[config.mk]
export PLATFORM = sky130hd
export DESIGN_NAME = led_pattern_sequencer_core
export DESIGN_NICKNAME = d
export VERILOG_FILES = /design/src/rtl/lps_pkg.sv /design/src/rtl/lps_in_stage.sv /design/src/rtl/lps_curve.sv /design/src/rtl/led_pattern_sequencer_core.sv
export VERILOG_INCLUDE_DIRS = /design/src /design/src/rtl
export SDC_FILE = /design/constraint.sdc
export NUM_CORES = 2
export LEC_CHECK = 0
export ABC_AREA = 1
export BUFFER_PORTS_ARGS = -buffer_cell sky130_fd_sc_hd__buf_2
export CAP_MARGIN = 5
export CELL_PAD_IN_SITES_DETAIL_PLACEMENT = 0
export CELL_PAD_IN_SITES_GLOBAL_PLACEMENT = 1
export CORE_ASPECT_RATIO = 2
export CORE_MARGIN = 5
export CORE_UTILIZATION = 51
export DETAILED_ROUTE_END_ITERATION = 8
export GPL_TIMING_DRIVEN = 0
export PLACE_DENSITY_LB_ADDON = 0.1
export REMOVE_ABC_BUFFERS = 1
export SLEW_MARGIN = 20
export SYNTH_ARGS = -nofsm -noshare
export SYNTH_HDL_FRONTEND = slang
export SYNTH_SLANG_ARGS = --single-unit
[constraint.sdc]
create_clock -name clk -period 21.6 [get_ports clk]
set_input_delay 1.08 -clock clk [delete_from_list [all_inputs] [get_ports clk]]
set_output_delay 1.08 -clock clk [all_outputs]
set_load 0.005 [all_outputs]
[src/rtl/assert_macros.svh]
// Assertion macros shared by the LED pattern sequencer RTL.
// No dependencies; included by files that carry concurrent checks.
`ifndef ASSERT_MACROS_SVH
`define ASSERT_MACROS_SVH

// expr must hold at every clock edge outside reset
`define ASSERT_ALWAYS(label, clk, rst, expr, msg) \
  label: assert property (@(posedge clk) disable iff (rst) (expr)) else $error(msg);

// cons must hold in the same cycle as ante
`define ASSERT_IMPLIES(label, clk, rst, ante, cons, msg) \
  label: assert property (@(posedge clk) disable iff (rst) (ante) |-> (cons)) else $error(msg);

// cons must hold in the cycle after ante
`define ASSERT_NEXT(label, clk, rst, ante, cons, msg) \
  label: assert property (@(posedge clk) disable iff (rst) (ante) |=> (cons)) else $error(msg);

`endif

[src/rtl/lps_pkg.sv]
// Package for the LED pattern sequencer: command codes, mode type,
// item struct and the CIE1931 brightness curve. No dependencies.
`default_nettype none

package lps_pkg;

  localparam logic [2:0] CMD_TICK    = 3'd0;
  localparam logic [2:0] CMD_ON      = 3'd1;
  localparam logic [2:0] CMD_BLINK   = 3'd2;
  localparam logic [2:0] CMD_OFF     = 3'd3;
  localparam logic [2:0] CMD_FLICKER = 3'd4;
  localparam logic [2:0] CMD_BREATH  = 3'd5;

  localparam logic [2:0] REG_STANDBY    = 3'd0;
  localparam logic [2:0] REG_BLINK_ON   = 3'd1;
  localparam logic [2:0] REG_BLINK_OFF  = 3'd2;
  localparam logic [2:0] REG_BLINK_WAIT = 3'd3;
  localparam logic [2:0] REG_FLICKER    = 3'd4;
  localparam logic [2:0] REG_BREATH     = 3'd5;

  localparam int CURVE_LEN = 256;

  // floor(x / 10) = (x * DIV10_MUL) >> DIV10_SHIFT for any 16-bit x
  localparam logic [15:0] DIV10_MUL   = 16'd52429;
  localparam int          DIV10_SHIFT = 19;

  typedef enum logic [2:0] {
    MODE_OFF     = 3'd0,
    MODE_ON      = 3'd1,
    MODE_BLINK   = 3'd2,
    MODE_FLICKER = 3'd3,
    MODE_BREATH  = 3'd4
  } mode_t;

  typedef struct packed {
    logic [2:0] cmd;
    logic [7:0] blink_times;
  } item_t;

  localparam logic [15:0] CIE_CURVE [CURVE_LEN] = '{
    16'd0, 16'd28, 16'd57, 16'd85, 16'd114, 16'd142, 16'd171, 16'd199, 16'd228, 16'd256,
    16'd285, 16'd313, 16'd342, 16'd370, 16'd399, 16'd427, 16'd456, 16'd484, 16'd513,
    16'd541, 16'd570, 16'd598, 16'd627, 16'd658, 16'd689, 16'd721, 16'd755, 16'd789,
    16'd825, 16'd861, 16'd899, 16'd937, 16'd977, 16'd1018, 16'd1060, 16'd1103, 16'd1147,
    16'd1192, 16'd1239, 16'd1287, 16'd1336, 16'd1386, 16'd1437, 16'd1490, 16'd1544,
    16'd1599, 16'd1656, 16'd1714, 16'd1773, 16'd1834, 16'd1896, 16'd1959, 16'd2024,
    16'd2090, 16'd2157, 16'd2226, 16'd2297, 16'd2369, 16'd2442, 16'd2517, 16'd2593,
    16'd2671, 16'd2751, 16'd2832, 16'd2914, 16'd2999, 16'd3085, 16'd3172, 16'd3261,
    16'd3352, 16'd3444, 16'd3538, 16'd3634, 16'd3732, 16'd3831, 16'd3932, 16'd4035,
    16'd4139, 16'd4245, 16'd4354, 16'd4464, 16'd4575, 16'd4689, 16'd4804, 16'd4922,
    16'd5041, 16'd5162, 16'd5285, 16'd5410, 16'd5537, 16'd5666, 16'd5797, 16'd5930,
    16'd6065, 16'd6202, 16'd6341, 16'd6482, 16'd6626, 16'd6771, 16'd6918, 16'd7068,
    16'd7220, 16'd7373, 16'd7529, 16'd7687, 16'd7848, 16'd8010, 16'd8175, 16'd8342,
    16'd8512, 16'd8683, 16'd8857, 16'd9033, 16'd9212, 16'd9393, 16'd9576, 16'd9762,
    16'd9949, 16'd10140, 16'd10333, 16'd10528, 16'd10725, 16'd10926, 16'd11128,
    16'd11333, 16'd11541, 16'd11751, 16'd11963, 16'd12179, 16'd12396, 16'd12617,
    16'd12840, 16'd13065, 16'd13293, 16'd13524, 16'd13757, 16'd13993, 16'd14232,
    16'd14474, 16'd14718, 16'd14965, 16'd15215, 16'd15467, 16'd15722, 16'd15980,
    16'd16241, 16'd16505, 16'd16771, 16'd17041, 16'd17313, 16'd17588, 16'd17866,
    16'd18147, 16'd18431, 16'd18717, 16'd19007, 16'd19300, 16'd19596, 16'd19894,
    16'd20196, 16'd20501, 16'd20809, 16'd21119, 16'd21433, 16'd21750, 16'd22071,
    16'd22394, 16'd22720, 16'd23050, 16'd23383, 16'd23719, 16'd24058, 16'd24400,
    16'd24746, 16'd25095, 16'd25447, 16'd25802, 16'd26161, 16'd26523, 16'd26888,
    16'd27257, 16'd27629, 16'd28004, 16'd28383, 16'd28765, 16'd29151, 16'd29540,
    16'd29932, 16'd30328, 16'd30728, 16'd31131, 16'd31537, 16'd31947, 16'd32360,
    16'd32777, 16'd33198, 16'd33622, 16'd34050, 16'd34481, 16'd34916, 16'd35355,
    16'd35797, 16'd36243, 16'd36693, 16'd37146, 16'd37603, 16'd38064, 16'd38529,
    16'd38997, 16'd39469, 16'd39945, 16'd40425, 16'd40908, 16'd41396, 16'd41887,
    16'd42382, 16'd42881, 16'd43384, 16'd43891, 16'd44401, 16'd44916, 16'd45435,
    16'd45957, 16'd46484, 16'd47015, 16'd47549, 16'd48088, 16'd48631, 16'd49178,
    16'd49728, 16'd50283, 16'd50843, 16'd51406, 16'd51973, 16'd52545, 16'd53120,
    16'd53700, 16'd54284, 16'd54873, 16'd55465, 16'd56062, 16'd56663, 16'd57269,
    16'd57878, 16'd58492, 16'd59111, 16'd59733, 16'd60360, 16'd60992, 16'd61627,
    16'd62268, 16'd62912, 16'd63561, 16'd64215, 16'd64873, 16'd65535
  };

endpackage

`default_nettype wire

[src/rtl/lps_in_stage.sv]
// Input register of the LED pattern sequencer: holds one accepted transfer
// until the step logic consumes it. Depends on lps_pkg.
`default_nettype none

module lps_in_stage
  import lps_pkg::*;
(
  input  wire logic  clk,
  input  wire logic  rst,
  input  wire logic  in_valid,
  output logic       in_ready,
  input  wire item_t in_item,
  input  wire logic  take,
  output logic       held_valid,
  output item_t      held_item
);

  logic  vld;
  item_t item;

  assign in_ready   = !vld || take;
  assign held_valid = vld;
  assign held_item  = item;

  always_ff @(posedge clk) begin
    if (rst) begin
      vld <= 1'b0;
    end else if (in_valid && in_ready) begin
      vld <= 1'b1;
    end else if (take) begin
      vld <= 1'b0;
    end
  end

  always_ff @(posedge clk) begin
    if (in_valid && in_ready) begin
      item <= in_item;
    end
  end

endmodule

`default_nettype wire

[src/rtl/lps_curve.sv]
// Breathing duty lookup: CIE1931 table entry, divide by ten through a
// reciprocal multiply, subtract from the dark level. Depends on lps_pkg.
`default_nettype none

module lps_curve
  import lps_pkg::*;
#(
  parameter int DUTY_MAX = 6553,
  parameter int DW       = 13
) (
  input  wire logic [7:0]    curve_pos,
  output logic      [DW-1:0] duty
);

  localparam logic [16:0] DMAX = 17'(DUTY_MAX);

  logic [15:0] entry;
  logic [31:0] prod;
  logic [12:0] sub;
  logic [16:0] diff;

  always_comb begin
    entry = CIE_CURVE[curve_pos];
    prod  = 32'(entry) * 32'(DIV10_MUL);
    sub   = prod[DIV10_SHIFT +: 13];
    diff  = (DMAX >= 17'(sub)) ? (DMAX - 17'(sub)) : 17'd0;
    duty  = diff[DW-1:0];
  end

endmodule

`default_nettype wire

[src/rtl/led_pattern_sequencer_core.sv]
// Each input transfer passes the input register, then the output register; throughput is one item per
// cycle while the receiver keeps m_tready high, sustained through both registers.
// The step logic (timestamp compares, mode state, curve lookup) sits between them.
// Reset (rst, synchronous) clears the stream stages, restores the register defaults,
// starts in flicker mode with the LED dark and the breathing index rising from zero.
// Depends on lps_pkg, lps_in_stage, lps_curve and assert_macros.svh.
`default_nettype none
`include "assert_macros.svh"

module led_pattern_sequencer_core
  import lps_pkg::*;
#(
  parameter int DUTY_MAX    = 6553,
  parameter int CURVE_STEPS = 256
) (
  input  wire logic        clk,
  input  wire logic        rst,
  input  wire logic        s_tvalid,
  output logic             s_tready,
  input  wire logic [7:0]  s_tdata,   // [7:0] blink_times
  input  wire logic [2:0]  s_tuser,   // [2:0] cmd
  output logic             m_tvalid,
  input  wire logic        m_tready,
  output logic      [15:0] m_tdata,   // [12:0] duty, [15:13] led_mode
  input  wire logic        cfg_we,
  input  wire logic [2:0]  cfg_index,
  input  wire logic [31:0] cfg_data
);

  localparam int DW  = $clog2(DUTY_MAX + 1);
  localparam int IW  = $clog2(CURVE_STEPS);
  localparam int TOP = CURVE_STEPS - 1;
  localparam int RW  = $clog2(TOP);
  localparam int QS  = 255 / TOP;
  localparam int RS  = 255 % TOP;
  localparam logic [IW-1:0] IDX_TOP = IW'(TOP);
  localparam logic [RW:0]   REM_TOP = (RW + 1)'(TOP);
  localparam logic [RW:0]   REM_STEP = (RW + 1)'(RS);
  localparam logic [7:0]    POS_STEP = 8'(QS);
  localparam logic [DW-1:0] DARK = DW'(DUTY_MAX);

  // configuration
  logic [31:0] standby_ms;
  logic [15:0] blink_on_ms, blink_off_ms, blink_wait_ms, flicker_ms;
  logic [7:0]  breath_step_ms;

  always_ff @(posedge clk) begin
    if (rst) begin
      standby_ms     <= 32'd900000;
      blink_on_ms    <= 16'd200;
      blink_off_ms   <= 16'd200;
      blink_wait_ms  <= 16'd2000;
      flicker_ms     <= 16'd100;
      breath_step_ms <= 8'd5;
    end else if (cfg_we) begin
      case (cfg_index)
        REG_STANDBY:    standby_ms     <= cfg_data;
        REG_BLINK_ON:   blink_on_ms    <= cfg_data[15:0];
        REG_BLINK_OFF:  blink_off_ms   <= cfg_data[15:0];
        REG_BLINK_WAIT: blink_wait_ms  <= cfg_data[15:0];
        REG_FLICKER:    flicker_ms     <= cfg_data[15:0];
        REG_BREATH:     breath_step_ms <= cfg_data[7:0];
        default: ;
      endcase
    end
  end

  // input stage
  logic  adv, in_vld, out_vld;
  item_t in_item, item;

  assign in_item = '{cmd: s_tuser, blink_times: s_tdata};
  assign adv     = in_vld && (!out_vld || m_tready);

  lps_in_stage u_in (
    .clk       (clk),
    .rst       (rst),
    .in_valid  (s_tvalid),
    .in_ready  (s_tready),
    .in_item   (in_item),
    .take      (adv),
    .held_valid(in_vld),
    .held_item (item)
  );

  // state
  logic [31:0]   now_ms, now_p1, activity_stamp, blink_stamp, flicker_stamp, breath_stamp;
  logic [31:0]   now_ms_next, now_p1_next, activity_stamp_next, blink_stamp_next;
  logic [31:0]   flicker_stamp_next, breath_stamp_next;
  mode_t         cur_mode, cur_mode_next;
  logic [7:0]    blink_target, blink_done, blink_target_next, blink_done_next;
  logic          blink_lit, flicker_lit, breath_rising;
  logic          blink_lit_next, flicker_lit_next, breath_rising_next;
  logic [IW-1:0] breath_index, breath_index_next;
  logic [7:0]    curve_pos, curve_pos_next;
  logic [RW-1:0] curve_rem, curve_rem_next;
  logic [DW-1:0] duty_reg, duty_reg_next, breath_duty;

  // breathing step: index moves by one, curve position tracks index*255/TOP
  logic [IW-1:0] idx_step;
  logic [7:0]    pos_step;
  logic [RW:0]   rem_sum, rem_step;
  logic          step_up, step_dn;

  always_comb begin
    step_up  = breath_rising && (breath_index < IDX_TOP);
    step_dn  = !breath_rising && (breath_index != '0);
    idx_step = breath_index;
    pos_step = curve_pos;
    rem_step = {1'b0, curve_rem};
    rem_sum  = {1'b0, curve_rem} + REM_STEP;
    if (step_up) begin
      idx_step = breath_index + 1'b1;
      if (rem_sum >= REM_TOP) begin
        rem_step = rem_sum - REM_TOP;
        pos_step = curve_pos + POS_STEP + 8'd1;
      end else begin
        rem_step = rem_sum;
        pos_step = curve_pos + POS_STEP;
      end
    end else if (step_dn) begin
      idx_step = breath_index - 1'b1;
      if ({1'b0, curve_rem} < REM_STEP) begin
        rem_step = {1'b0, curve_rem} + REM_TOP - REM_STEP;
        pos_step = curve_pos - POS_STEP - 8'd1;
      end else begin
        rem_step = {1'b0, curve_rem} - REM_STEP;
        pos_step = curve_pos - POS_STEP;
      end
    end
  end

  lps_curve #(
    .DUTY_MAX(DUTY_MAX),
    .DW      (DW)
  ) u_curve (
    .curve_pos(pos_step),
    .duty     (breath_duty)
  );

  logic act_pass, on_pass, off_pass, wait_pass, flk_pass, br_pass;

  always_comb begin
    act_pass  = (now_p1 - activity_stamp) >= standby_ms;
    on_pass   = (now_p1 - blink_stamp) >= {16'd0, blink_on_ms};
    off_pass  = (now_p1 - blink_stamp) >= {16'd0, blink_off_ms};
    wait_pass = (now_p1 - blink_stamp) >= {16'd0, blink_wait_ms};
    flk_pass  = (now_p1 - flicker_stamp) >= {16'd0, flicker_ms};
    br_pass   = (now_p1 - breath_stamp) >= {24'd0, breath_step_ms};
  end

  always_comb begin
    now_ms_next         = now_ms;
    now_p1_next         = now_p1;
    activity_stamp_next = activity_stamp;
    blink_stamp_next    = blink_stamp;
    flicker_stamp_next  = flicker_stamp;
    breath_stamp_next   = breath_stamp;
    cur_mode_next       = cur_mode;
    blink_target_next   = blink_target;
    blink_done_next     = blink_done;
    blink_lit_next      = blink_lit;
    flicker_lit_next    = flicker_lit;
    breath_rising_next  = breath_rising;
    breath_index_next   = breath_index;
    curve_pos_next      = curve_pos;
    curve_rem_next      = curve_rem;
    duty_reg_next       = duty_reg;
    if (adv) begin
      case (item.cmd)
        CMD_TICK: begin
          now_ms_next = now_p1;
          now_p1_next = now_p1 + 32'd1;
          case (cur_mode)
            MODE_OFF: duty_reg_next = DARK;
            MODE_ON: begin
              if (act_pass) begin
                cur_mode_next = MODE_OFF;
                duty_reg_next = DARK;
              end else begin
                duty_reg_next = '0;
              end
            end
            MODE_BLINK: begin
              if (blink_done >= blink_target) begin
                if (wait_pass) begin
                  blink_stamp_next = now_p1;
                  blink_done_next  = 8'd0;
                end
              end else if (blink_lit) begin
                if (on_pass) begin
                  blink_stamp_next = now_p1;
                  duty_reg_next    = DARK;
                  blink_lit_next   = 1'b0;
                  blink_done_next  = blink_done + 8'd1;
                end
              end else if (off_pass) begin
                blink_stamp_next = now_p1;
                duty_reg_next    = '0;
                blink_lit_next   = 1'b1;
              end
            end
            MODE_FLICKER: begin
              if (flk_pass) begin
                duty_reg_next      = flicker_lit ? '0 : DARK;
                flicker_stamp_next = now_p1;
                flicker_lit_next   = !flicker_lit;
              end
            end
            MODE_BREATH: begin
              if (br_pass) begin
                breath_stamp_next = now_p1;
                breath_index_next = idx_step;
                curve_pos_next    = pos_step;
                curve_rem_next    = rem_step[RW-1:0];
                if (idx_step == '0) begin
                  breath_rising_next = 1'b1;
                end else if (idx_step == IDX_TOP) begin
                  breath_rising_next = 1'b0;
                end
                duty_reg_next = breath_duty;
              end
            end
            default: ;
          endcase
        end
        CMD_ON: begin
          activity_stamp_next = now_ms;
          cur_mode_next       = MODE_ON;
          duty_reg_next       = '0;
        end
        CMD_BLINK: begin
          if (!(cur_mode == MODE_BLINK && blink_target == item.blink_times)) begin
            cur_mode_next     = MODE_BLINK;
            blink_target_next = item.blink_times;
            blink_done_next   = item.blink_times;
            blink_lit_next    = 1'b0;
            blink_stamp_next  = now_ms;
            duty_reg_next     = DARK;
          end
        end
        CMD_OFF:     cur_mode_next = MODE_OFF;
        CMD_FLICKER: cur_mode_next = MODE_FLICKER;
        CMD_BREATH:  cur_mode_next = MODE_BREATH;
        default: ;
      endcase
    end
  end

  always_ff @(posedge clk) begin
    if (rst) begin
      now_ms         <= '0;
      now_p1         <= 32'd1;
      activity_stamp <= '0;
      blink_stamp    <= '0;
      flicker_stamp  <= '0;
      breath_stamp   <= '0;
      cur_mode       <= MODE_FLICKER;
      blink_target   <= '0;
      blink_done     <= '0;
      blink_lit      <= 1'b0;
      flicker_lit    <= 1'b0;
      breath_rising  <= 1'b1;
      breath_index   <= '0;
      curve_pos      <= '0;
      curve_rem      <= '0;
      duty_reg       <= DARK;
    end else begin
      now_ms         <= now_ms_next;
      now_p1         <= now_p1_next;
      activity_stamp <= activity_stamp_next;
      blink_stamp    <= blink_stamp_next;
      flicker_stamp  <= flicker_stamp_next;
      breath_stamp   <= breath_stamp_next;
      cur_mode       <= cur_mode_next;
      blink_target   <= blink_target_next;
      blink_done     <= blink_done_next;
      blink_lit      <= blink_lit_next;
      flicker_lit    <= flicker_lit_next;
      breath_rising  <= breath_rising_next;
      breath_index   <= breath_index_next;
      curve_pos      <= curve_pos_next;
      curve_rem      <= curve_rem_next;
      duty_reg       <= duty_reg_next;
    end
  end

  // output register
  logic [15:0] duty_wide;
  logic [12:0] out_duty;
  logic [2:0]  out_mode;

  assign duty_wide = 16'(duty_reg_next);

  always_ff @(posedge clk) begin
    if (rst) begin
      out_vld <= 1'b0;
    end else if (adv) begin
      out_vld <= 1'b1;
    end else if (m_tready) begin
      out_vld <= 1'b0;
    end
  end

  always_ff @(posedge clk) begin
    if (adv) begin
      out_duty <= duty_wide[12:0];
      out_mode <= cur_mode_next;
    end
  end

  assign m_tvalid = out_vld;
  assign m_tdata  = {out_mode, out_duty};

  `ASSERT_IMPLIES(a_on_lit, clk, rst, cur_mode == MODE_ON, duty_reg == '0, "on mode not lit")
  `ASSERT_ALWAYS(a_blink_count, clk, rst, blink_done <= blink_target, "blink count overrun")
  `ASSERT_ALWAYS(a_breath_range, clk, rst, breath_index <= IDX_TOP && {1'b0, curve_rem} < REM_TOP,
    "breathing index or remainder out of range")
  `ASSERT_NEXT(a_adv_out, clk, rst, adv, m_tvalid, "step result not presented")

endmodule

`default_nettype wire

======== Yosys cells after proc, flatten, opt, wreduce, memory -nomap -nowiden ========
Memories as Yosys holds them, arrays and structs flattened.
Cells that the tools add are included.
storage, ports and cells
  word-level logic and storage cells ...... 171
  bits in registers ....................... 384
  memories kept ........................... 1
  ROM bits ................................ 4,096
  input port bits ......................... 51
  output and inout bits ................... 18
memory list
  name             words  width  rd ports  clocked after memory_dff  write ports  line             text
  (no name shown)  256    16     1         0                         0            lps_curve.sv:23  entry = CIE_CURVE[curve_pos];
operators by class
  bitwise operators ....................... 2
  multiply operators ...................... 1
  reductions and logical operators ........ 36
  eq/ne operators ......................... 24
  $lt $le $gt $ge ......................... 11
  add/subtract/negate cells ............... 13
  mux-type cells .......................... 55
operators by type and width
  cell                                                 count
  two-way mux 32 bit                                   7
  two-way mux 13 bit                                   11
  >= comparator 32 x 16 -> 1 bit                       4
  subtractor 32 bit                                    4
  two-way mux 8 bit                                    13
  case mux 13 bit (5 select lines)                     1
  case mux 32 bit (2 select lines)                     1
  case mux 13 bit (3 select lines)                     1
  adder 32 x 1 -> 32 bit, second input constant        1
  adder 8 x 1 -> 8 bit, second input constant          4
  >= comparator 32 bit                                 1
  >= comparator 32 x 8 -> 1 bit                        1
  multiplier 16 x 16 -> 32 bit, second input constant  1
  two-way mux 16 bit                                   2
  equality test 3 x 2 -> 1 bit, second input constant  6
  case mux 3 bit (6 select lines)                      1
  case mux 8 bit (2 select lines)                      1
  AND reduction 2 bit                                  8
  subtractor 8 x 1 -> 8 bit, second input constant     2
  equality test 3 bit, second input constant           5
  AND reduction 7 bit                                  2
  >= comparator 13 bit, first input constant           1
  subtractor 13 bit, first input constant              1
  two-way mux 1 bit                                    12
  other kinds (26)                                     51

======== Longest topological paths before layout ========
  depth after elaboration ................. 15
  gate-level depth with buffers ........... 59
  gate-level depth less buffers ........... 59

======== Modules after synthesis ========
From an unflattened synthesis, not the netlist that was laid out.
second synthesis, totals
  cell total of the unflattened synthesis .. 5,584
  area total of the unflattened synthesis .. 36,326.1 µm²
by module, submodules not included
  module                      seq. area each (µm²)  cells each  area an instance (µm²)  times used
  led_pattern_sequencer_core  7,607.3               4,155       26,883.3                1
  lps_curve                   0.0                   1,412       9,064.9                 1
  lps_in_stage                350.3                 17          377.9                   1

======== Worst setup path before layout ========
OpenSTA, ideal clock, no wires.
  kind .................................... reg2reg
  from .................................... register curve_pos[0]
  to ...................................... register out_duty[8], data pin
  data arrival time ....................... 8,533 ps
  path buffers ............................ 5
  slack ................................... 12,816 ps
  data required time ...................... 21,349 ps
  stages on the path, launching flop included .. 47
  cell sequence ........................... dfxtp_1 -> buf_2 -> inv_2 -> ha_1 -> nand2_1 -> o21ai_0 -> nand3_2 -> nand2_4 -> buf_2 -> buf_1 -> clkbuf_1 -> o21ai_0 -> a2111oi_0 -> nor4_1 -> a221oi_1 -> ha_1 -> fa_1 -> fa_1 -> (+11 left out) -> nand2_1 -> nand2_1 -> nand2_1 -> nand2_1 -> nand2_1 -> nor2_1 -> nand2_2 -> nand2_2 -> nand2_2 -> buf_6 -> nand3_1 -> nand2_1 -> nand2_1 -> nand2_1 -> nand2_1 -> nand2_1 -> nand2_1 -> inv_1
between the ends
  longest elaborated chain between the ends .. 15
ends and longest elaborated chain
  element                                                           line                                                                  text
  start, declared                                                   led_pattern_sequencer_core.sv:95                                      logic [7:0] curve_pos, curve_pos_next;
  start signal, assigned                                            led_pattern_sequencer_core.sv:282                                     curve_pos <= curve_pos_next;
  adder 8 x 1 -> 8 bit                                              led_pattern_sequencer_core.sv:116, led_pattern_sequencer_core.sv:119
  adder 8 x 1 -> 8 bit                                              led_pattern_sequencer_core.sv:116                                     pos_step = curve_pos + POS_STEP + 8'd1;
  two-way mux 8 bit                                                 led_pattern_sequencer_core.sv:114                                     if (rem_sum >= REM_TOP) begin
  two-way mux 8 bit (*)                                             led_pattern_sequencer_core.sv:112                                     if (step_up) begin
  NOT 8 -> 9 bit (not written as such) (*)                          lps_curve.sv:23
  memory read (256 x 16 bit) (*)                                    --
  two-way mux 16 bit (not written as such) (*) (2 in a row)         lps_curve.sv:23
  multiplier 16 x 16 -> 32 bit (*)                                  lps_curve.sv:24                                                       prod = 32'(entry) * 32'(DIV10_MUL);
  subtractor 13 bit / >= comparator 13 bit (equally long branches)  lps_curve.sv:26                                                       diff = (DMAX >= 17'(sub)) ? (DMAX - 17'(sub)) : 17'd0;
  two-way mux 13 bit (*)                                            lps_curve.sv:26
  two-way mux 13 bit (*)                                            led_pattern_sequencer_core.sv:211                                     if (br_pass) begin
  case mux 13 bit (5 select lines) (*)                              led_pattern_sequencer_core.sv:174                                     case (cur_mode)
  case mux 13 bit (3 select lines) (*)                              led_pattern_sequencer_core.sv:170                                     case (item.cmd)
  two-way mux 13 bit (*)                                            led_pattern_sequencer_core.sv:169                                     if (adv) begin
  via duty_reg_next[8]                                              led_pattern_sequencer_core.sv:97                                      logic [DW-1:0] duty_reg, duty_reg_next, breath_duty;
  end signal, assigned                                              led_pattern_sequencer_core.sv:307                                     out_duty <= duty_wide[12:0];
  end, declared                                                     led_pattern_sequencer_core.sv:290                                     logic [12:0] out_duty;
The timed path passes the listed nets; every way through them passes the cells marked *. The select of a mux whose other input is x is not followed.
A chain may end at the register's enable or synchronous reset.

======== Final worst setup path ========
  from .................................... register breath_index[1]
  to ...................................... register out_duty[1], data pin
between the ends
  longest elaborated chain between the ends .. 15
ends and longest elaborated chain
  element                                                                             line                               text
  start, declared                                                                     led_pattern_sequencer_core.sv:94   logic [IW-1:0] breath_index, breath_index_next;
  start signal, assigned                                                              led_pattern_sequencer_core.sv:281  breath_index <= breath_index_next;
  parallel branches: the longest is 3 deep, another holds less-than comparator 8 bit  --
  two-way mux 8 bit (*)                                                               led_pattern_sequencer_core.sv:112
  via pos_step[0]                                                                     led_pattern_sequencer_core.sv:101  logic [7:0] pos_step;
  NOT 8 -> 9 bit (not written as such) (*)                                            lps_curve.sv:23
  memory read (256 x 16 bit) (*)                                                      --
  two-way mux 16 bit (not written as such) (*) (2 in a row)                           lps_curve.sv:23
  multiplier 16 x 16 -> 32 bit (*)                                                    lps_curve.sv:24
  subtractor 13 bit / >= comparator 13 bit (equally long branches)                    lps_curve.sv:26
  two-way mux 13 bit (*)                                                              lps_curve.sv:26
  two-way mux 13 bit (*)                                                              led_pattern_sequencer_core.sv:211
  case mux 13 bit (5 select lines) (*)                                                led_pattern_sequencer_core.sv:174
  case mux 13 bit (3 select lines) (*)                                                led_pattern_sequencer_core.sv:170
  two-way mux 13 bit (*)                                                              led_pattern_sequencer_core.sv:169
  via duty_reg_next[1]                                                                led_pattern_sequencer_core.sv:97
Mark *: on every way through the listed nets, which the timed path passes. The select of a mux whose other input is x is not followed.

==> results_dict.tcl <==
set metrics [dict create \
    status "finished, final reports clean" \
    synth-seq-cells 384 \
    synth.avg_cell_area_um2 6.83 \
    grt_max_degree 151 \
    drive_gt1_share_pct 4.49 \
    fin_nets 5445 \
    vdd_drop_max_mv 0.0807 \
    tns_ns 0 \
    critPathBufInv 10 \
    cts-root-buf "clkbuf_16" \
    mostFrequentLayoutCells "834 x nand2_1, 831 x inv_1, 560 x a21oi_1" \
    arrival_ns 12.66 \
    die-area_um2 71900 \
    hold_viol_final 0 \
    placement.io_buffers 68 \
    regToRegSetupSlack_ns 9.25 \
    cp-end-kind "flop" \
    clock_latency_ns 0.55 \
    area_growth_pct 7.16 \
    cap_violations 0 \
    cts_inserted_buffers 35 \
    maxSlewViolCount 0 \
    synth_top_area_share_pct 21.1 \
    wire_per_inst_um 21.0 \
    critPathRequiredTime_ns 21.90 \
    dp_hpwl_mm 96.5 \
    min_period_ns 12.35 \
    synth_cells 4957 \
    path_clk_slew_ns 0.07 \
    slowest_stage "a21oi_1" \
    cts_tree "built" \
    rsz0062_at_grt "no" \
    fp.dieW_um 192 \
    worst_path_most_repeated_cell "nand2_1" \
    grt_pass1_vias 32700 \
    synthTopCellsByArea "dfxtp_1 21%, ha_1 15%, nand2_1 9.3%, inv_1 9.2%, a21oi_1 8.3%" \
    fillers 6697 \
    fmax_ghz 0.0809 \
    coreArea_um2 65700 \
    min_path_type "flop to flop" \
    crit_fanout 21 \
    yosysTopAreaCell "dfxtp_1" \
    dr_wl_met3_mm 4.86 \
    post_cts_buffers 0 \
    yosys_warnings 0 \
    dr.max_layer_used "met4" \
    power_leakage_nw 17.6 \
    wirelength_mm 122 \
    ant_nets 0 \
    io_pins 69 \
    async_reset_ff_share_pct 0 \
    initial_core_util_pct 51.5 \
    gr-total-overflow 0 \
    final_common_cell "nand2_1" \
    drt-initial-drc-count 2046 \
    fin_ws_ns 9.25 \
    skew_ns 0.0190 \
    finalCritPeriodShare_pct 57.2 \
    grt_use_total_pct 33.3 \
    place.gp.congestion 1.04 \
    hold_ws_ns 0.443 \
    vias 33200 \
    vias_per_cell 5.70 \
    crit_family "adder cells" \
    p_per_area_nw_per_um2 48.5 \
    synth_ff_type "dfxtp_1" \
    first_pass_iters 6 \
    critical_path_class "flop to flop" \
    synth-edff-count 27 \
    rows 133 \
    clock_sinks 384 \
    cts_hold_buf 0 \
    wl_met2_mm 64.6 \
    preCtsSetupSlack_ns 9.19 \
    drc 0 \
    slew-limit-headroom_pct 21.6 \
    final-setup-viol-count 0 \
    chipHeight_um 374 \
    grt_antenna_before_repair 1 \
    h-tree-depth 2 \
    cp-start-kind "flop" \
    cts_resized 0 \
    syn-cell-area_um2 33800 \
    max_stage_delay_ns 0.66 \
    met1_length_mm 38.0 \
    worst_slew_pin_slew_ns 1.16 \
    clock_path_buffers 3 \
    netlist-cell-type-count 61 \
    grt_pass1_wl_mm 185 \
    synth_seq_area_share_pct 23.5 \
]
[kinds of logic (layout without fill, tap and decap cells)]
family	count (synthesis)	in the layout	share of synthesized area (%)
flip-flops	384	384	23.5
XOR/XNOR	136	136	3.52
buffers and inverters	1013	997	11.5
AO/OA/AOI/OAI	1290	1290	21.1
AND/OR/NAND/NOR	1655	1655	20.8
other	0	3	0
adder cells (fa/ha/maj)	479	479	19.6
[routing by layer]
layer,global-route usage [%],vias up
met5,0,-
met2,63.0,983
met4,31.6,0
li1,-,16400
met1,29.0,15200
met3,4.27,495
[cells in the mapped netlist (all sizes together) (13+ instances only)]
master and number:
nand2 859, inv 847, a21oi 563, o21ai 475
ha 394, nor2 368, dfxtp 357, nand3 233
clkbuf 109, xor2 93, fa 85, nor3 75
nand4 67, buf 53, a211oi 51, o211ai 45
xnor2 43, a31oi 30, edfxtp 27, nor4 22
o221ai 18, a221oi 13
[path summary, 6_finish.rpt]
kind	startpoint	to	cells past startpoint
worst max register to register	breath_index[1]	out_duty[1]	49
worst min register to register	curve_rem[6]	curve_rem[6]	2
worst max-delay path	breath_index[1]	out_duty[1]	49
worst min-delay path	curve_rem[6]	curve_rem[6]	2
[where the power goes]
group	switching, mW	internal [mW]
Sequential	0.00899	0.733
Combinational	0.224	0.117
Clock	0.295	0.379
Total	0.528	1.23
[worst reg2reg max path, delay by kind of cell, from the launching register on]
| family | cells | cell delay, ns |
|---|---|---|
| fa+ha+maj | 9 | 3.97 |
| simple gates | 23 | 3.48 |
| compound gates | 7 | 2.79 |
| buf+inv | 10 | 1.55 |
| flops | 1 | 0.35 |
[through the flow]
step | power [mW] | util [%] | cells | area [µm²]
2_1_floorplan | 0.993 | - | 4795 | 33100
3_3_place_gp | 1.10 | 52.6 | 5740 | 34600
3_5_place_dp | 1.10 | 53.3 | 5754 | 35000
4_1_cts | 1.77 | 55.1 | 5817 | 36200
5_1_grt | 1.84 | 55.2 | 5819 | 36300
6_report | 1.76 | 55.2 | 5821 | 36300
[layout make-up]
type	count	area, µm²	share of cell area, %
diodes	3	7.51	0.0207
clock buffers	45	1010	2.77
clock inverters	18	200	0.552
inverters	851	3210	8.85
multi-input cells	3560	22100	61.0
flip-flops and latches	384	7960	21.9
well taps	877	1100	3.03
repair buffers	83	679	1.87
No activity file was read; power rests on OpenSTA's default activity.
